### config.mk
export PLATFORM = sky130hd
export DESIGN_NAME = vtlc_mul
export DESIGN_NICKNAME = d
export VERILOG_FILES = /design/src/hdl/vtlc_mul.sv
export SDC_FILE = /design/constraint.sdc
export NUM_CORES = 2
export LEC_CHECK = 0
export BUFFER_PORTS_ARGS = -buffer_cell sky130_fd_sc_hd__buf_2
export CAP_MARGIN = 30
export CORE_MARGIN = 2
export CORE_UTILIZATION = 65
export DETAILED_ROUTE_END_ITERATION = 7
export PLACE_DENSITY = 0.83
export SKIP_LAST_GASP = 1
export SLEW_MARGIN = 20
export SYNTH_ARGS = -nofsm -noshare
export SYNTH_HDL_FRONTEND = slang
export SYNTH_SLANG_ARGS = --single-unit
### constraint.sdc
create_clock -name clk -period 11.14 [get_ports clk]
set_input_delay 0.557 -clock clk [delete_from_list [all_inputs] [get_ports clk]]
set_output_delay 0.557 -clock clk [all_outputs]
set_load 0.1 [all_outputs]
### src/hdl/vtlc_mul.sv
// vtlc_mul: shared signed 33x33 multiplier with registered product
// depends on nothing beyond plain logic
`default_nettype none

module vtlc_mul
(
    input  wire logic               clk,
    input  wire logic signed [32:0] op_a,
    input  wire logic signed [32:0] op_b,
    output logic signed [65:0]      prod
);

    logic signed [65:0] prod_reg;

    // one product per cycle
    always_ff @(posedge clk)
    begin
        prod_reg <= op_a * op_b;
    end

    assign prod = prod_reg;

endmodule

`default_nettype wire

==> results.md <==
* Status: finished, final reports clean
* Final nets at 5700
* Overall Global Routing Usage at between 30% and 40%
* Avg WL per Cell at a little over 20 um
* Fmax at ~0.12 GHz
* Grt ovf at 0
* CP required at about 11 ns
* Synthesized area per cell at 9.39 um2
* Slew margin rel. at a little over a third
* Share of cells above drive strength 1 at 4.54%
* Area contributors post-synth: fa_1 56%, inv_1 10%, and2_1 8.6%, ha_1 6.7%, nand2_1 5.1%
* First-pass GRT wire length at roughly 170000 um
* Detail Route Antenna Nets at 0
* Drt initial violations at 2366
* Setup CP Type: in -> reg
* Initial antenna violation count at 1
* First-pass iteration count of the detailed router at 6
* CTS tree: yes
* Critical path launch point type: input port
* I/O Buffers at around 130
* Clock sink total at between 60 and 70
* Largest net degree at the start of global routing at 34
* Vias at slightly below 30k
* Worst-Margin Slew at 0.955 ns
* Cells after synthesis at 4338
* Clock transition at path regs at 0.07 ns
* DRT Wirelength at 106000 um
* Commonest non-fill, non-tap cell in the layout: fa_1
* EDFF count, synth at 0
* Vias in the first global route at between 30k and 40k
* Synth async-reset ratio at 0%
* Die X at 254 um
* Hold WC Path Type: in -> reg
* Std cell rows at slightly above 90
* Final setup vio count at 0
* Post-Synth Adder-Cell Area at 62.9%
* Area Overhead vs Synth at 3.03%
* Hpwl dp at 84800 um
* Netlist Area Pre-Place at 40700 um2
* Max_cap viols at 0
* Initial Util at 65.9%
* Die ar. at 64700 um2
* Slew Limit Fails at 0
* Post-layout minimum cycle time at 8.45 ns
* # hold bufs at CTS at 0
* Mapped Nets at roughly 5.8k
* Compound-Gate Fraction of Synth Area at 4.07%
* RSZ-0062 raised after global routing: false
* Most used flip-flop cell after synthesis: dfxtp_1
* Post-CTS Setup Bufs at 0
* Yosys top cell area share at 56.3%
* Seq/Total Area, Yosys at 3.24%
* Vias per inst at 5.75
* Warnings from Yosys at 0
* Die Ht at roughly 250 um
* Post-cts resize count at 0
* Largest family of logic cells by synthesized area: adder cells
* Setup TNS at 0 ns
* Worst-path fanout max at 33
* CP endpoint kind: flop
* DRC Markers at 0
* Final period util at 75.8%
* Xor and xnor area share after synthesis at about 1.5%
* CTS Buffer Depth at 2
* Yosys top cell by area: fa_1
* Routability cong. at between 0.9 and 1
* Core area at ~60000 um2
* Synth cell types at 80
* CTS buffer count at 9
* # diodes at 0
* Max reg flops at 66
* #FFs+latches synth at 66
* H-tree Lvls at 3
* Most frequent cells in the layout: 1145 x fa_1, 1131 x inv_1, 562 x and2_1
* Mux cell area share after synthesis at 0%
* Simple-gate share of the synthesized area at about 16%
* Root buf cell: clkbuf_16
* Final hold violation count at 0
* Critical path data arrival time at 8.70 ns
* Fill count at 4672
* I/O Pins at 133
[layout make-up]
class / count / area [um2] / area share (%)
inverter: 1131 / 4250 / 10.1
clock buffer: 11 / 233 / 0.555
tap: 837 / 1050 / 2.50
clock inverter: 5 / 55.1 / 0.131
multi-input combinational: 2920 / 34300 / 81.8
sequential: 66 / 1320 / 3.15
timing repair buffer: 143 / 751 / 1.79
[logic make-up (layout without fill, tap and decap cells)]
kind of cell               Yosys count  in the layout
buffers and inverters             1352           1290
DFF                                 66             66
and+or+nand+nor                   1271           1271
AOI/OAI and AO/OA                  219            219
xor gates and xnor gates            68             68
adders and majority gates         1362           1362
[layer usage]
metal / GRT usage [%] / vias to the layer above / share of wire [%]
met5: 0 / - / 0
met3: 7.48 / 469 / 8.9
li1: - / 12200 / -
met4: 22.4 / 0 / 7.0
met1: 42.4 / 15200 / 34
met2: 59.0 / 1613 / 50
[Yosys cell counts, types with 36 or more instances]
cell type and number:
ha_1 217, dfxtp_1 66, nand2_1 551, clkbuf_1 208, a21o_1 36, inv_1 1131
a21oi_1 57, nor2_1 68, and2_1 562, xnor2_1 43, fa_1 1145
[worst max-delay path, cell delays in order]
cell      delay (ns)
buf_2           0.68
nand2_1         0.19
fa_1            0.55
fa_1            0.55
fa_1            0.56
inv_1           0.06
fa_1            0.48
fa_1            0.51
fa_1            0.50
fa_1            0.49
inv_1           0.05
fa_1            0.59
inv_1           0.08
ha_1            0.39
a21oi_1         0.43
o211ai_1        0.18
a22oi_1         0.72
nor2_1          0.16
a211oi_4        0.46
a21oi_2         0.14
nor4b_2         0.27
a311oi_1        0.08
[per-stage QoR]
step	setup WS (ns)	hold slack [ns]	instances	area, um2	utilization [%]
3_5_place_dp	2.45	1.06	5097	41700	67.4
3_3_place_gp	2.31	1.05	5096	41700	67.4
4_1_cts	2.78	0.654	5113	42000	67.9
5_1_grt	2.41	0.676	5113	42000	67.9
2_1_floorplan	3.35	0.684	4338	40700	-
6_report	2.69	0.695	5113	42000	67.9
[worst paths after layout]
path              startpoint  endpoint  slack (ns)  cells past startpoint
hold / removal       op_a[0]   prod[0]        0.69                      2
setup / recovery     op_b[9]  prod[58]        2.69                     22
Power is not shown: default switching activity piles up to over one toggle a cycle in this logic, so the estimate is an artifact.
