--- config.mk ---
export PLATFORM = sky130hd
export DESIGN_NAME = vtlc_store
export DESIGN_NICKNAME = d
export VERILOG_FILES = /design/src/hdl/vtlc_pkg.sv /design/src/hdl/vtlc_store.sv
export SDC_FILE = /design/constraint.sdc
export NUM_CORES = 1
export LEC_CHECK = 0
export BUFFER_PORTS_ARGS = -buffer_cell sky130_fd_sc_hd__buf_2
export CAP_MARGIN = 15
export CORE_MARGIN = 5
export CORE_UTILIZATION = 39
export CTS_BUF_LIST = sky130_fd_sc_hd__clkbuf_2 sky130_fd_sc_hd__clkbuf_4 sky130_fd_sc_hd__clkbuf_8
export DETAILED_ROUTE_END_ITERATION = 10
export PLACE_DENSITY = 0.52
export SKIP_CTS_REPAIR_TIMING = 1
export SLEW_MARGIN = 20
export SYNTH_ARGS = -nofsm -noshare
export SYNTH_HDL_FRONTEND = slang
export SYNTH_SLANG_ARGS = --single-unit
--- constraint.sdc ---
create_clock -name clk -period 2.6 [get_ports clk]
set_clock_uncertainty 0.2 [all_clocks]
set_input_delay 0.52 -clock clk [delete_from_list [all_inputs] [get_ports clk]]
set_output_delay 0.52 -clock clk [all_outputs]
set_load 0.005 [all_outputs]
--- src/hdl/vtlc_pkg.sv ---
// vtlc_pkg: shared types, codes and small tables for the frame transform block
// no dependencies
`default_nettype none

package vtlc_pkg;

    // function codes of a request
    localparam logic [1:0] FN_LOAD  = 2'd0;
    localparam logic [1:0] FN_XFORM = 2'd1;
    localparam logic [1:0] FN_ACCEL = 2'd2;
    localparam logic [1:0] FN_NOP   = 2'd3;

    // frame codes per axis
    localparam logic [1:0] FR_NONE   = 2'd0;
    localparam logic [1:0] FR_EYE    = 2'd1;
    localparam logic [1:0] FR_BODY   = 2'd2;
    localparam logic [1:0] FR_PARENT = 2'd3;

    // matrix store geometry
    localparam int unsigned STORE_DEPTH = 27;
    localparam int unsigned ADDR_W      = 5;
    localparam logic [1:0]  SEL_LIMIT   = 2'd3;
    localparam logic [3:0]  IDX_LIMIT   = 4'd9;

    // iterative unit modes
    localparam logic SD_SQRT = 1'b0;
    localparam logic SD_DIV  = 1'b1;

    // control from the sequencer to the sqrt / divide unit
    typedef struct packed {
        logic start;
        logic mode;
    } sd_ctrl_t;

    // write port of the matrix store
    typedef struct packed {
        logic              en;
        logic [ADDR_W-1:0] addr;
        logic [31:0]       data;
    } mem_wr_t;

    // first word of a frame in the store (frame code 1..3)
    function automatic logic [ADDR_W-1:0] frame_base(input logic [1:0] code);
        logic [ADDR_W-1:0] b;
        case (code)
            FR_BODY:   b = 5'd9;
            FR_PARENT: b = 5'd18;
            default:   b = 5'd0;
        endcase
        return b;
    endfunction

endpackage

`default_nettype wire

--- src/hdl/vtlc_store.sv ---
// vtlc_store: 27-word matrix store with per-word valid bits, registered read
// depends on vtlc_pkg
`default_nettype none

module vtlc_store
    import vtlc_pkg::*;
(
    input  wire logic              clk,
    input  wire logic              rst_n,
    input  wire mem_wr_t           wr,
    input  wire logic [ADDR_W-1:0] rd_addr,
    output logic [31:0]            rd_data
);

    logic [31:0]            mem [0:STORE_DEPTH-1];
    logic [STORE_DEPTH-1:0] vld_reg;
    logic [31:0]            rd_data_reg;

    // storage words, no reset
    always_ff @(posedge clk)
    begin
        if (wr.en)
        begin
            mem[wr.addr] <= wr.data;
        end
    end

    // valid bits, an unwritten word reads as zero
    always_ff @(posedge clk or negedge rst_n)
    begin
        if (!rst_n)
        begin
            vld_reg <= '0;
        end
        else if (wr.en)
        begin
            vld_reg[wr.addr] <= 1'b1;
        end
    end

    // registered read
    always_ff @(posedge clk)
    begin
        rd_data_reg <= vld_reg[rd_addr] ? mem[rd_addr] : 32'd0;
    end

    assign rd_data = rd_data_reg;

endmodule

`default_nettype wire

==> results of run 1 <==
per-stage QoR:
step                      setup TNS, ns  setup WS, ns  total power [mW]  hold slack [ns]
final                                 0         0.412              31.2           0.0407
after global routing                  0         0.349              32.4         -0.00171
after CTS                             0         0.348              31.5           -0.518
after detailed placement        -0.0132       -0.0132              18.9            0.251
after global placement          -0.0279       -0.0220              18.9            0.246
after floorplan                  -74.68        -0.460              18.0           0.0244
worst paths after layout:
kind | start | to | slack (ns) | cells after the start
worst min-delay path | wr[5] | mem[14][5] | 0.04 | 1
worst max-delay path | rd_data[27] | rd_data[27] | 0.41 | 1
min in group asynchronous | rst_n | vld_reg[13] | 0.10 | 2
max in group asynchronous | rst_n | vld_reg[5] | 1.68 | 2
worst max register to register | vld_reg[22] | rd_data[31] | 0.50 | 5
worst min register to register | vld_reg[11] | vld_reg[11] | 0.27 | 1
metal layers:
layer  routed length [µm]  up-vias  track usage (%)  part of all wire [%]
met2                46300      530             32.4                    49
met1                40500     9551             26.8                    43
met3                 4500      154             3.66                   4.8
li1                     -     7635                -                     -
met4                 2300        2             5.65                   2.5
met5                   13        -                0                 0.014
final cells by class:
type                    count  area, µm²  area share (%)
diodes                      3       7.51          0.0181
clock buffers             226       2720            6.55
clock inverters            45        314           0.757
inverters                   2       7.51          0.0181
multi-input cells         671       7380            17.8
flip-flops and latches    923      27300            65.7
well taps                1176       1470            3.55
repair buffers            220       2320            5.60
power breakdown:
| part | internal [mW] | switching, mW |
|---|---|---|
| clock | 6.98 | 5.61 |
| combinational | 0.806 | 1.09 |
| sequential | 16.6 | 0.149 |
| total | 24.4 | 6.85 |
cell usage after synthesis (3+ instances only):
| cell | number | area (µm²) |
|---|---|---|
| nand3_1 | 3 | 15.0 |
| edfxtp_1 | 864 | 25900 |
| or3b_2 | 5 | 43.8 |
| buf_12 | 7 | 140 |
| buf_2 | 26 | 130 |
| nor2_1 | 62 | 233 |
| a221oi_1 | 64 | 561 |
| mux4_2 | 132 | 2970 |
| nor2b_1 | 3 | 18.8 |
| buf_8 | 4 | 60.1 |
| buf_6 | 9 | 101 |
| nor4b_2 | 21 | 315 |
| a22oi_1 | 32 | 240 |
| or2_2 | 27 | 169 |
| mux2i_1 | 164 | 1640 |
| clkbuf_1 | 40 | 150 |
| nand2_1 | 33 | 124 |
| nand3b_1 | 7 | 52.6 |
| dfrtp_1 | 27 | 676 |
| nor4b_1 | 11 | 96.3 |
| dfxtp_1 | 32 | 641 |
| buf_4 | 17 | 128 |
| o22ai_1 | 64 | 400 |
| o21ai_0 | 33 | 165 |
logic make-up (layout without fill, tap and decap cells):
logic type / after synthesis / count (layout) / share of synthesized area [%]
AND/OR/NAND/NOR: 175 / 175 / 3.09
buffers and inverters: 106 / 493 / 2.05
other: 0 / 3 / 0
AO/OA/AOI/OAI: 198 / 198 / 4.07
multiplexers: 298 / 298 / 13.2
flip-flops: 923 / 923 / 77.6
worst register-to-register path: stages, from the launching register on:
cell and delay, ns:
dfrtp_1 0.38, mux4_2 0.47, a2bb2oi_2 0.16, a221oi_4 0.32, buf_12 0.31, nor4b_1 0.14
==> results.md, run 1 <==
* Status: completed
* Crit start category: flop
* Global Route Usage Sum at 19.6%
* Die ar. at 0.0962 mm²
* Avg Cell Area, Syn at 20.7 µm²
* CTS root buffer: clkbuf_8
* Period Utilization, post-route at 84.2%
* Unrepaired setup endpoints after global routing: no
* Worst setup path class: flop to primary output
* Synthesis-stage register bit count at 923
* Most common cell after layout, fill and taps aside: edfxtp_1
* Worst Path Required at 1.88 ns
* Total Wirelength at 93600 µm
* Final std cells w/o fill at 3266
* Fin area at 0.0415 mm²
* CP arrival at 1.47 ns
* Slew Limit Fails at 0
* CP delay by family, top: flip-flops
* Clock slew at reported path FFs at 0.06 ns
* Initial Util at 39.2%
* Die X at 310 µm
* Cells after Synth at 1700
* Endpoints failing setup at 0
* Dpl cell area at 0.0381 mm²
* Largest stage delay on the critical path at 0.49 ns
* Commonest cells after routing, fill and taps aside: edfxtp_1 (864), mux2i_1 (164), clkbuf_8 (164)
* Die Y at 310 µm
* Post-DRT Antenna Nets at 0
* Worst VDD drop at 0.479 mV
* Number of enable flip-flop cells after synthesis at 864
* Fin util at 46.2%
* Worst-Skew Late Latency at 0.79 ns
* Layout cells sized above 1 at 31.8%
* Slew HR at 58.6%
* Placed Instances at 2960
* DR iter-0 viols at 1504
* Leak at 13.7 nW
* Max Clk Rate at 0.457 GHz
* PortBufs at 76
* CP max FO at 1
* Top-Level Pins at 77
* Clk sink count at 923
* Max FFs per register at 864
* Pin count of the biggest net entering global routing at 60
* NumNets Final at 2012
* Post-DR vias/cell at 5.47
* Global route total overflow at 0
* Total core area at 0.0897 mm²
* Vias in the first global route at 18400
* Critical Path Slowest Stage Cell: dfxtp_1
* First-pass GRT wire length at 133000 µm
* Syn Nets at 1745
* Crit path cell chain: buf_2
* Std cell rows at 110
* Warnings from Yosys at 0
* Via Count at 17900
* Clock Path Buffers at 3
* Ys flop type: edfxtp_1
* HP Class: input port to flop
* Slew at the pin closest to its max-slew limit at 0.621 ns
* First drt pass iteration count at 5
* Buf/Inv on CP at 1
* Crit end category: primary output
* Final HPWL DP at 51200 µm
* Seq/Total Area, Yosys at 77.6%
* Synth Cell Area at 0.0351 mm²
* Yosys cell types at 33
* CTS tree: yes
* Asr flop ratio synth at 2.93%
* H-tree Lvls at 4
* Fin crit period at 2.19 ns
* Max Cap Violations at 0
* Filler cell count at 7584
* Routed wire per std cell at 28.6 µm
* PD cells at 752 mW/mm²
* Initial antenna violation count at 8
* Cts bufs inserted at 149
* DRC at 0
* Area delta synth->final at 18.1%
* Final Hold Viols at 0
* Placer Congestion at 0.736
No activity file was read; power rests on OpenSTA's default activity.
==> inputs of run 2 (changes only) <==
clock period = 2.2 ns   (was 2.6 ns; I/O delays follow)
==> run 2 against run 1 <==
Against the previous run: the run now ends with hold timing left; combinational power increased by 29%; final area up 2.7%; routed wire length fell by 1.7%.
==> results.md, run 2 (synthesis gave the netlist of run 1 again) <==
* Pin count of the biggest net entering global routing at 37 (-38%)
* Die X at 310 µm (unchanged)
* CTS tree: yes
* Flop pwr share at 53.5% (about the same)
* Comb pwr share at 6.7% (+0.6 points)
* Crit start category: flop
* PD cells at 867 mW/mm² (+15%)
* Worst Path Required at 1.56 ns (-0.32 ns)
* Worst-Skew Late Latency at 0.80 ns (about the same)
* Total core area at 0.0897 mm² (unchanged)
* Initial antenna violation count at 4 (-4)
* HP Class: input port to async pin
* Layout cells sized above 1 at 34.1% (+2.3 points)
* Largest stage delay on the critical path at 0.50 ns (about the same)
* Crit end category: primary output
* First drt pass iteration count at 5 (unchanged)
* Max Cap Violations at 0 (unchanged)
* Buf/Inv on CP at 1 (unchanged)
* FF-to-FF Start: vld_reg[23]
* Most common cell after layout, fill and taps aside: edfxtp_1
* Max FFs per register at 864 (unchanged)
* Met3 WL post-DR at 5940 µm (+32%)
* Placed Instances at 3059 (+3.3%)
* Post-DRT Antenna Nets at 0 (unchanged)
* Critical Path Slowest Stage Cell: dfxtp_1
* Post-layout worst setup margin at 0.0857 ns (-0.326 ns)
* Placer Congestion at 0.776 (+5.4%)
* Cts bufs inserted at 150 (+0.67%)
* Top sig layer: met4
* NumNets Final at 2113 (+5.0%)
* Clock Path Buffers at 3 (unchanged)
* Std cell rows at 110 (unchanged)
* Power consumption at 36.9 mW (+18%)
* Global Route Usage Sum at 19.3% (-0.29 points)
* Slew at the pin closest to its max-slew limit at 0.631 ns (+0.0102 ns)
* NetSw at 8.12 mW (+19%)
* Final HPWL DP at 54800 µm (+6.9%)
* Clk sink count at 923 (unchanged)
* Cell Int Power at 28.8 mW (+18%)
* Worst setup path class: flop to primary output
* Total Wirelength at 91900 µm (-1.7%)
* Final Hold Viols at 3 (+3)
* Period Utilization, post-route at 96.1%
* Slew Limit Fails at 0 (unchanged)
* DR iter-0 viols at 1439 (-4.3%)
* Endpoints failing setup at 0 (unchanged)
* Routed wire per std cell at 27.3 µm (-4.6%)
* Failing checks: hold timing
* CP delay by family, top: flip-flops
* Setup TNS at 0 ns (unchanged)
* PortBufs at 76 (unchanged)
* Die Y at 310 µm (unchanged)
* Hold Slack at -0.00172 ns (-0.0424 ns)
* Global route total overflow at 0 (unchanged)
* Metal2 WL at 42700 µm (-7.8%)
* Crit path cell chain: buf_2
* Vias in the first global route at 18800 (+2.1%)
* Worst slack, placed at -0.311 ns (-0.298 ns)
* Leak at 14.3 nW (+4.2%)
* CP max FO at 1 (unchanged)
* Top-Level Pins at 77 (unchanged)
* DRC at 0 (unchanged)
* Status: finished, violations left
* Area delta synth->final at 21.3%
* Commonest cells after routing, fill and taps aside: edfxtp_1 (864), clkbuf_8 (168), mux2i_1 (164)
* Switching share of power at 22.0% (+0.060 points)
* Die ar. at 0.0962 mm² (unchanged)
* Fin crit period at 2.11 ns
* Crit path from: rd_data[28]
* CP arrival at 1.47 ns (about the same)
* Slew HR at 58.0% (-0.68 points)
* Via Count at 18200 (+2.0%)
* Clock Power Share at 39.8% (-0.5 points)
* Unrepaired setup endpoints after global routing: no
* H-tree Lvls at 4 (unchanged)
* Met1 WL at 41800 µm (+3.2%)
* Clock slew at reported path FFs at 0.06 ns (about the same)
* Max Clk Rate at 0.473 GHz
* Initial Util at 39.2% (unchanged)
* First-pass GRT wire length at 132000 µm (-0.83%)
* Final std cells w/o fill at 3365 (+3.0%)
* Post-DR vias/cell at 5.42 (-0.96%)
* Worst VDD drop at 0.470 mV (-2.0%)
* CTS root buffer: clkbuf_8
[run 2: power by group through the flow]
| stage | Combinational, mW | Clock (mW) | Sequential [mW] |
|---|---|---|---|
| CTS | 2.43 | 15.1 | 19.8 |
| detailed placement | 2.43 | 0 | 20.1 |
| global placement | 2.39 | 0 | 20.1 |
| finish | 2.46 | 14.7 | 19.8 |
| floorplan | 1.26 | 0 | 20.0 |
| global route | 2.63 | 15.9 | 19.8 |
[run 2: path summary, 6_finish.rpt]
check / end / slack, ns / depth (start not counted)
setup reg to reg: rd_data[26] / 0.09 / 6
hold / removal: vld_reg[21] / -0.002 / 2
hold reg to reg: vld_reg[11] / 0.27 / 1
max in group asynchronous: vld_reg[14] / 1.38 / 2
setup / recovery: rd_data[28] / 0.09 / 1
min in group clk: mem[0][1] / 0.09 / 4
[run 2: per-layer routing]
metal	global-route usage [%]	vias to the layer above
li1	-	7840
met1	28.1	9692
met2	29.4	595
met3	4.78	110
met4	4.87	0
met5	0	-
[run 2: area by class of cell]
class,count,area [µm²]
Antenna cell,2,5.00
Inverter,2,7.51
Multi-Input combinational cell,671,7380
Sequential cell,923,27300
Clock buffer,213,2640
Clock inverter,58,350
Fill cell,7455,47100
Tap cell,1176,1470
Timing Repair Buffer,320,3490
[run 2: metrics by stage]
| stage | utilization, % | area (µm²) |
|---|---|---|
| 3_3_place_gp | 43.8 | 39300 |
| 3_5_place_dp | 43.8 | 39300 |
| 4_1_cts | 47.1 | 42300 |
| 2_1_floorplan | - | 35300 |
| 6_report | 47.5 | 42600 |
| 5_1_grt | 47.5 | 42600 |
