<file path="src/hdl/vtlc_pkg.sv">
// vtlc_pkg: shared types, codes and small tables for the frame transform block
// no dependencies
`default_nettype none

package vtlc_pkg;

    // function codes of a request
    localparam logic [1:0] FN_LOAD  = 2'd0;
    localparam logic [1:0] FN_XFORM = 2'd1;
    localparam logic [1:0] FN_ACCEL = 2'd2;
    localparam logic [1:0] FN_NOP   = 2'd3;

    // frame codes per axis
    localparam logic [1:0] FR_NONE   = 2'd0;
    localparam logic [1:0] FR_EYE    = 2'd1;
    localparam logic [1:0] FR_BODY   = 2'd2;
    localparam logic [1:0] FR_PARENT = 2'd3;

    // matrix store geometry
    localparam int unsigned STORE_DEPTH = 27;
    localparam int unsigned ADDR_W      = 5;
    localparam logic [1:0]  SEL_LIMIT   = 2'd3;
    localparam logic [3:0]  IDX_LIMIT   = 4'd9;

    // iterative unit modes
    localparam logic SD_SQRT = 1'b0;
    localparam logic SD_DIV  = 1'b1;

    // control from the sequencer to the sqrt / divide unit
    typedef struct packed {
        logic start;
        logic mode;
    } sd_ctrl_t;

    // write port of the matrix store
    typedef struct packed {
        logic              en;
        logic [ADDR_W-1:0] addr;
        logic [31:0]       data;
    } mem_wr_t;

    // first word of a frame in the store (frame code 1..3)
    function automatic logic [ADDR_W-1:0] frame_base(input logic [1:0] code);
        logic [ADDR_W-1:0] b;
        case (code)
            FR_BODY:   b = 5'd9;
            FR_PARENT: b = 5'd18;
            default:   b = 5'd0;
        endcase
        return b;
    endfunction

endpackage

`default_nettype wire

</file>
<file path="src/hdl/vtlc_sqdiv.sv">
// vtlc_sqdiv: bit-serial square root (64 -> 32) and divide (64 / 32 -> 32)
// one shared subtract per cycle, 32 steps, done in the cycle after the last; depends on vtlc_pkg
`default_nettype none

module vtlc_sqdiv
    import vtlc_pkg::*;
(
    input  wire logic        clk,
    input  wire logic        rst_n,
    input  wire sd_ctrl_t    ctrl,
    input  wire logic [63:0] x,
    input  wire logic [31:0] den,
    output logic [31:0]      result,
    output logic             done
);

    logic        busy_reg, busy_next;
    logic        mode_reg, mode_next;
    logic [4:0]  cnt_reg, cnt_next;
    logic        done_reg, done_next;
    logic [33:0] rem_reg, rem_next;
    logic [63:0] sh_reg, sh_next;
    logic [31:0] q_reg, q_next;
    logic [35:0] lhs, rhs;
    logic [36:0] diff;
    logic        ge;

    // shared compare and subtract
    always_comb
    begin
        if (mode_reg == SD_SQRT)
        begin
            lhs = {rem_reg, sh_reg[63:62]};
            rhs = {2'b00, q_reg, 2'b01};
        end
        else
        begin
            lhs = {3'b000, rem_reg[31:0], sh_reg[63]};
            rhs = {4'b0000, den};
        end
        diff = {1'b0, lhs} - {1'b0, rhs};
        ge   = !diff[36];
    end

    // step control
    always_comb
    begin
        busy_next = busy_reg;
        mode_next = mode_reg;
        cnt_next  = cnt_reg;
        rem_next  = rem_reg;
        sh_next   = sh_reg;
        q_next    = q_reg;
        done_next = 1'b0;
        if (ctrl.start)
        begin
            busy_next = 1'b1;
            mode_next = ctrl.mode;
            cnt_next  = '0;
            q_next    = '0;
            if (ctrl.mode == SD_SQRT)
            begin
                rem_next = '0;
                sh_next  = x;
            end
            else
            begin
                rem_next = {2'b00, x[63:32]};
                sh_next  = {x[31:0], 32'd0};
            end
        end
        else if (busy_reg)
        begin
            rem_next = ge ? diff[33:0] : lhs[33:0];
            q_next   = {q_reg[30:0], ge};
            sh_next  = (mode_reg == SD_SQRT) ? {sh_reg[61:0], 2'b00}
                                             : {sh_reg[62:0], 1'b0};
            cnt_next = cnt_reg + 5'd1;
            if (cnt_reg == 5'd31)
            begin
                busy_next = 1'b0;
                done_next = 1'b1;
            end
        end
    end

    // control registers
    always_ff @(posedge clk or negedge rst_n)
    begin
        if (!rst_n)
        begin
            busy_reg <= 1'b0;
            done_reg <= 1'b0;
            cnt_reg  <= '0;
            mode_reg <= SD_SQRT;
        end
        else
        begin
            busy_reg <= busy_next;
            done_reg <= done_next;
            cnt_reg  <= cnt_next;
            mode_reg <= mode_next;
        end
    end

    // datapath registers
    always_ff @(posedge clk)
    begin
        rem_reg <= rem_next;
        sh_reg  <= sh_next;
        q_reg   <= q_next;
    end

    assign result = q_reg;
    assign done   = done_reg;

endmodule

`default_nettype wire

</file>
<file path="config.mk">
export PLATFORM = sky130hd
export DESIGN_NAME = vtlc_sqdiv
export DESIGN_NICKNAME = d
export VERILOG_FILES = /design/src/hdl/vtlc_pkg.sv /design/src/hdl/vtlc_sqdiv.sv
export SDC_FILE = /design/constraint.sdc
export NUM_CORES = 1
export LEC_CHECK = 0
export BUFFER_PORTS_ARGS = -buffer_cell sky130_fd_sc_hd__buf_4
export CAP_MARGIN = 20
export CORE_ASPECT_RATIO = 2
export CORE_MARGIN = 2
export CORE_UTILIZATION = 57
export CTS_CLUSTER_SIZE = 20
export DETAILED_ROUTE_END_ITERATION = 16
export PLACE_DENSITY = 0.89
export SLEW_MARGIN = 5
export SYNTH_ARGS = -nofsm -noshare
export SYNTH_HDL_FRONTEND = slang
export SYNTH_SLANG_ARGS = --single-unit
</file>
<file path="constraint.sdc">
create_clock -name clk -period 5.7 [get_ports clk]
set_input_delay 0.285 -clock clk [delete_from_list [all_inputs] [get_ports clk]]
set_output_delay 0.285 -clock clk [all_outputs]
set_load 0.02 [all_outputs]
</file>
==> results of run 1 <==
cell usage in the layout (no fill, tap or decap), types with 3 or more instances in the layout:
cell         n
a211o_1      3
a211oi_1    35
a211oi_2     3
a21o_1      15
a21o_2       5
a21oi_1     73
a22oi_1      5
a31oi_1      9
a32o_1       3
and2_1       4
and3_1       6
buf_4      140
clkbuf_16   17
clkinv_4     3
dfrtp_1      6
dfxtp_1     32
edfxtp_1    98
ha_1        36
inv_1        8
inv_6        7
mux2_2      32
mux2i_1    146
nand2_1     93
nand2b_1     5
nand3_1      6
nor2_1      51
nor2b_1     36
nor3_1       7
o211ai_1     3
o21a_1       8
o21ai_0     66
o21bai_1     4
o31ai_1      3
xnor2_1     23
xor2_1      10
per-stage QoR:
stage	cell area, um^2	instances	util [%]
2_1_floorplan	9474	939	-
3_3_place_gp	10450	1219	64.21
3_5_place_dp	10450	1219	64.21
4_1_cts	11010	1252	67.67
5_1_grt	11010	1252	67.67
6_report	11010	1252	67.67
final timing paths:
kind                                     endpoint                    from
setup / recovery            rem_reg[15]$_DFFE_PP_    mode_reg$_DFFE_PN0P_
hold / removal                sh_reg[9]$_DFFE_PP_                    x[9]
setup reg to reg            rem_reg[15]$_DFFE_PP_    mode_reg$_DFFE_PN0P_
hold reg to reg            cnt_reg[4]$_DFFE_PN0P_  cnt_reg[4]$_DFFE_PN0P_
max in group asynchronous    mode_reg$_DFFE_PN0P_                   rst_n
min in group asynchronous  cnt_reg[3]$_DFFE_PN0P_                   rst_n
synth_stat cells (5+ instances only):
| library cell | instances | area, um^2 |
|---|---|---|
| xor2_1 | 10 | 87.58 |
| and3_1 | 6 | 37.54 |
| a31oi_1 | 9 | 56.30 |
| clkbuf_1 | 39 | 146.4 |
| o21ai_0 | 66 | 330.3 |
| nor2b_1 | 36 | 225.2 |
| nand2_1 | 94 | 352.8 |
| mux2_2 | 32 | 360.4 |
| edfxtp_1 | 98 | 2943 |
| buf_1 | 9 | 33.78 |
| inv_1 | 8 | 30.03 |
| dfrtp_1 | 8 | 200.2 |
| a211oi_1 | 35 | 262.8 |
| nand3_1 | 6 | 30.03 |
| o21a_1 | 8 | 60.06 |
| xnor2_1 | 23 | 201.4 |
| nor2_1 | 52 | 195.2 |
| nor3_1 | 7 | 35.03 |
| a21o_2 | 5 | 43.79 |
| a21oi_1 | 73 | 365.4 |
| a22oi_1 | 5 | 37.54 |
| nand2b_1 | 5 | 31.28 |
| a21o_1 | 15 | 112.6 |
| dfxtp_1 | 32 | 640.6 |
| buf_6 | 5 | 56.30 |
| ha_1 | 36 | 450.4 |
| mux2i_1 | 146 | 1461 |
where the power goes:
| part | switching [mW] | total [mW] | internal (mW) |
|---|---|---|---|
| clock | 0.480 | 1.05 | 0.571 |
| combinational | 1.57 | 2.77 | 1.20 |
| sequential | 0.122 | 1.44 | 1.32 |
layout make-up:
type / instances / area (um^2)
clock buffer: 17 / 425.4
clock inverter: 15 / 128.9
fill: 1223 / 5259
inverter: 8 / 30.03
multi-input combinational: 729 / 5320
sequential: 138 / 3789
tap: 204 / 255.2
timing repair buffer: 141 / 1061
timing repair:
item                      in CTS  in global routing
gates resized for setup        0                  0
hold buffers                   1                  0
hold endpoints to repair       8                  0
cells by family (layout without fill, tap and decap cells):
group / after synthesis / in the layout / synth area share (%)
buf+inv: 72 / 181 / 4.015
flops: 138 / 138 / 39.94
mux: 178 / 178 / 19.23
compound gates: 253 / 253 / 17.08
xor+xnor: 33 / 33 / 3.051
simple gates: 228 / 228 / 11.73
fa+ha+maj: 37 / 37 / 4.966
critical path, cell delays in order (launching register included):
cell and delay [ns]:
dfrtp_4 0.97, mux2i_1 0.32, ha_1 0.22, inv_1 0.06
fa_1 0.43, a211o_1 0.35, a211oi_2 0.24, o21ai_2 0.14
nor4_4 0.28, o311ai_4 0.15, nand4_4 0.20, and2_4 0.32
or2b_1 0.26, a32o_1 0.25
per-layer routing:
metal / global-route usage (%) / part of all wire (%) / vias to the layer above
li1: - / - / 3691
met1: 32.62 / 37 / 3774
met2: 47.94 / 52 / 334
met3: 3.916 / 5.2 / 90
met4: 15.50 / 5.0 / 0
met5: 0 / 0 / -
==> out/metrics.cfg, run 1 <==
[floorplanning]
dieWidth_um = 95.16
die_y_um = 186.3
coreArea_mm2 = 0.01627
ios = 133
rows = 66
dieArea_mm2 = 0.01773
initial_utilization_pct = 58.24

[timing]
fin_skew_ns = 0.01047
rsz0062_at_grt = false
setup-tns-final_ns = 0
timing.hold.ws_ns = 0.1518
slew_violations = 0
period_share_pct = 78.24
worst_slack_ns = 1.240
final.min_clock_period_ns = 4.460
finalSetupViolCount = 0
relSlewSlack_pct = 42.66
fmax_mhz = 224.2
worst_pin_slew_ns = 0.8602
hold_viol_final = 0

[synth]
syn_area_mm2 = 0.009474
yosysUniqueCellTypes = 71
yosysWarnings = 0
syn_avg_cell_area_um2 = 10.09
mappedNetlistNets = 1076
synthFlopType = edfxtp_1
ys_ff_latch = 138
yosysSeqAreaShare_pct = 39.94
synth-edff-count = 98
synthArstFlopShare_pct = 5.797
synthCells = 939

[drt]
drt_iter0_drc = 740
drc = 0
vias_per_cell = 6.301
ant_nets = 0
finalWirelength_mm = 24.78
first_pass_iters = 5
wl_per_cell_um = 19.79
vias = 7889

[cts]
cts_sinks = 138
cts_root_buf = clkbuf_16
clock_latency_ns = 0.43
clkTransAtPathRegs_ns = 0.06
cts_setup_buffers = 0
cts_buffer_depth = 2
cts_buffers = 17
htree_num_levels = 4
cts_tree = built

[worst_setup_path]
endpoint_kind = flip-flop
crit_type = reg -> reg
required_ns = 5.88
ff2ff_path_depth = 13
cp_max_fo = 66
arrival_ns = 4.64
r2r_slack_ns = 1.24
worstSetupStartpointType = flip-flop

[pwr]
power_density_mw_per_mm2 = 477.5
p_leak_nw = 4.903
vdd_drop_max_mv = 0.3223
report.power.total_mw = 5.257

[layout]
largest_reg_flops = 64
syn_to_final_growth_pct = 16.20
antenna_cells = 0
final_nets = 1172
drive_gt1_share_pct = 21.95

[place]
place_ws_ns = 1.317
place_hpwl_mm = 17.62
gp_routability_congestion = 0.9488
port_buffers = 132

[worst_hold_path]
min_path_cells = 3
hold_class = in -> reg

[global_route]
first_global_vias = 7848
grt_max_degree = 89
gr-total-overflow = 0
gr-usage-all-layers_pct = 27.96
antenna_found_initial = 0
grt_pass1_wl_mm = 38.99

[outcome]
outcome = finished, final reports clean

[job]
cap_violations = 0

Power figures use the tool's default switching activity.
==> run 2: changes to the inputs <==
--- a/config.mk
+++ b/config.mk
@@ -9,10 +9,10 @@
 export CAP_MARGIN = 20
 export CORE_ASPECT_RATIO = 2
 export CORE_MARGIN = 2
-export CORE_UTILIZATION = 57
+export CORE_UTILIZATION = 53
 export CTS_CLUSTER_SIZE = 20
 export DETAILED_ROUTE_END_ITERATION = 16
-export PLACE_DENSITY = 0.89
+export PLACE_DENSITY = 0.88
 export SLEW_MARGIN = 5
 export SYNTH_ARGS = -nofsm -noshare
 export SYNTH_HDL_FRONTEND = slang
==> constraint.sdc (replaced) <==
create_clock -name clk -period 4 [get_ports clk]
set_input_delay 0.2 -clock clk [delete_from_list [all_inputs] [get_ports clk]]
set_output_delay 0.2 -clock clk [all_outputs]
set_load 0.02 [all_outputs]
==> run 2 against run 1 <==
First-iteration DRC count shrank 15%. Die area grew 7.3%. Sequential share of layout area shrank 0.44 points. Worst setup slack lost 1.1 ns. Critical path depth is the same. Wire length grew 0.92%. Utilization shrank 4.4 points. Critical endpoint unchanged. Largest cell class unchanged.
==> out/metrics.cfg, run 2 (synthesis results as in run 1) <==
[layout]
largest_reg_flops = 64  ; unchanged
multi_input_area_mm2 = 0.005340  ; +0.38%
seq_area_mm2 = 0.003789  ; unchanged
nFillCells = 1380  ; +13%
final_nets = 1179  ; +0.60%
antenna_cells = 0  ; unchanged
syn_to_final_growth_pct = 17.71
instances_no_fill = 1268  ; +1.3%
final_common_cell = mux2i_1
mostFrequentLayoutCells = mux2i_1, buf_4, edfxtp_1
drive_gt1_share_pct = 22.56  ; +0.61 points

[timing]
finalSetupViolCount = 0  ; unchanged
period_share_pct = 96.11  ; +18 points
slew_violations = 0  ; unchanged
relSlewSlack_pct = 43.75  ; +1.1 points
hold_viol_final = 0  ; unchanged
final.min_clock_period_ns = 3.845  ; -0.6153 ns
fin_skew_ns = 0.01349  ; +0.003021 ns
worst_pin_slew_ns = 0.8437  ; -0.01648 ns
rsz0062_at_grt = true
fmax_mhz = 260.1  ; +16%

[worst_setup_path]
crit_family = compound AO/OA/AOI/OAI gates
arrival_ns = 4.04  ; -0.60 ns
worst-path-buf-inv = 1  ; unchanged
cp_max_fo = 10  ; -85%
endpoint_kind = flip-flop
worstSetupStartpointType = flip-flop
required_ns = 4.19  ; -1.69 ns
slowest_delay_ns = 0.54  ; -0.43 ns
path_cells = mux2i_2 -> ha_1 -> inv_1 -> fa_1 -> a211o_1 -> a211oi_2 -> o21ai_2 -> nor4_4 -> o311ai_4 -> nand4_4 -> and2_4 -> or2b_1 -> a32o_1
crit_type = reg -> reg
cp_slowest_cell = dfrtp_4

[outcome]
outcome = finished, final reports clean

[job]
cap_violations = 0  ; unchanged

[cts]
htree_num_levels = 4  ; unchanged
cts_root_buf = clkbuf_16
cts_buffers = 17  ; unchanged
cts_buffer_depth = 2  ; unchanged
clkTransAtPathRegs_ns = 0.07  ; about the same
cts_sinks = 138  ; unchanged
clock_latency_ns = 0.43  ; about the same
cts_tree = built

[pwr]
p_leak_nw = 4.954  ; +1.0%
report.power.total_mw = 7.684  ; +46%
power_density_mw_per_mm2 = 689.0  ; +44%
vdd_drop_max_mv = 0.4133  ; +28%

[global_route]
gr-usage-all-layers_pct = 25.93  ; -2.0 points
gr-total-overflow = 0  ; unchanged
first_global_vias = 7831  ; -0.22%
grt_pass1_wl_mm = 39.23  ; +0.62%
antenna_found_initial = 0  ; unchanged
grt_max_degree = 96  ; +7.9%

[drt]
vias = 7843  ; -0.58%
first_pass_iters = 5  ; unchanged
drc = 0  ; unchanged
finalWirelength_mm = 25.01  ; +0.92%
drt_iter0_drc = 628  ; -15%
ant_nets = 0  ; unchanged
vias_per_cell = 6.185  ; -1.8%
wl_per_cell_um = 19.72  ; -0.35%

[floorplanning]
dieWidth_um = 98.54  ; +3.6%
coreArea_mm2 = 0.01761  ; +8.3%
die_y_um = 193.1  ; +3.6%
rows = 69  ; +4.5%
dieArea_mm2 = 0.01903  ; +7.3%
ios = 133  ; unchanged
initial_utilization_pct = 53.79  ; -4.4 points

[place]
dp_cells = 1233  ; +1.1%
gp_routability_congestion = 0.9424  ; -0.67%
place_hpwl_mm = 17.67  ; +0.26%
port_buffers = 132  ; unchanged

[worst_hold_path]
hold_class = in -> reg

## run 2: changes by cell type in the layout (fill, tap and decap cells not counted), moves of 2 or more
| cell | change |
|---|---|
| buf_4 | +4 |
| bufinv_16 | +2 |
| clkinv_4 | -2 |
| clkinvlp_4 | +2 |
| inv_6 | -2 |
| o21ai_0 | -2 |
| o21ai_1 | +2 |
## run 2: timing repair
action	CTS	global route
hold buffers	1	0
endpoints found under the setup margin	0	12
gates resized for setup	0	4
setup buffers	0	0
endpoints found under the hold margin	8	0
## run 2: metal layers
layer	vias up	global-route usage, %	share of wire (%)
met5	-	0	0
li1	3698	-	-
met1	3754	32.14	40
met4	0	11.54	3.4
met3	51	4.398	6.4
met2	340	44.27	50
## run 2: worst register-to-register path: stages, from the launching register on
cell,delay (ns)
dfrtp_4,0.54
mux2i_2,0.24
ha_1,0.21
inv_1,0.06
fa_1,0.43
a211o_1,0.35
a211oi_2,0.25
o21ai_2,0.13
nor4_4,0.28
o311ai_4,0.16
nand4_4,0.22
and2_4,0.26
or2b_1,0.24
a32o_1,0.24
## run 2: where the power goes
group,switching [mW],internal [mW],leakage [nW]
Clock,0.676,0.929,0.277
Sequential,0.144,1.88,1.45
Combinational,2.31,1.75,3.23
## run 2: final cells by class
type                    instances  area share [%]
inverters                       8          0.2693
clock buffers                  17           3.815
clock inverters                15           1.459
flip-flops and latches        138           33.97
multi-input cells             730           47.89
well taps                     213           2.390
repair buffers                147           10.21
## run 2: final timing paths
kind / from / depth (start not counted) / end / slack [ns]
setup / recovery: mode_reg$_DFFE_PN0P_ / 13 / rem_reg[15]$_DFFE_PP_ / 0.16
hold / removal: x[26] / 3 / sh_reg[26]$_DFFE_PP_ / 0.06
setup reg to reg: mode_reg$_DFFE_PN0P_ / 13 / rem_reg[15]$_DFFE_PP_ / 0.16
hold reg to reg: result[31]$_SDFFE_PP0P_ / 2 / result[31]$_SDFFE_PP0P_ / 0.53
max in group asynchronous: rst_n / 2 / busy_reg$_DFF_PN0_ / 3.69
min in group asynchronous: rst_n / 2 / mode_reg$_DFFE_PN0P_ / 0.14
## run 2: per-stage QoR
stage                     hold WS (ns)  setup TNS [ns]  instance area [um^2]  setup slack (ns)  utilization (%)
after floorplan               -0.09559               0                  9479           0.02519                -
after global placement         0.03621               0                 10510            0.2189            59.65
after detailed placement       0.04053               0                 10510            0.1499            59.65
after CTS                      0.04799               0                 11100            0.1190            63.05
after global routing           0.06118        -0.03698                 11150          -0.03698            63.32
final                          0.05830               0                 11150            0.1554            63.32
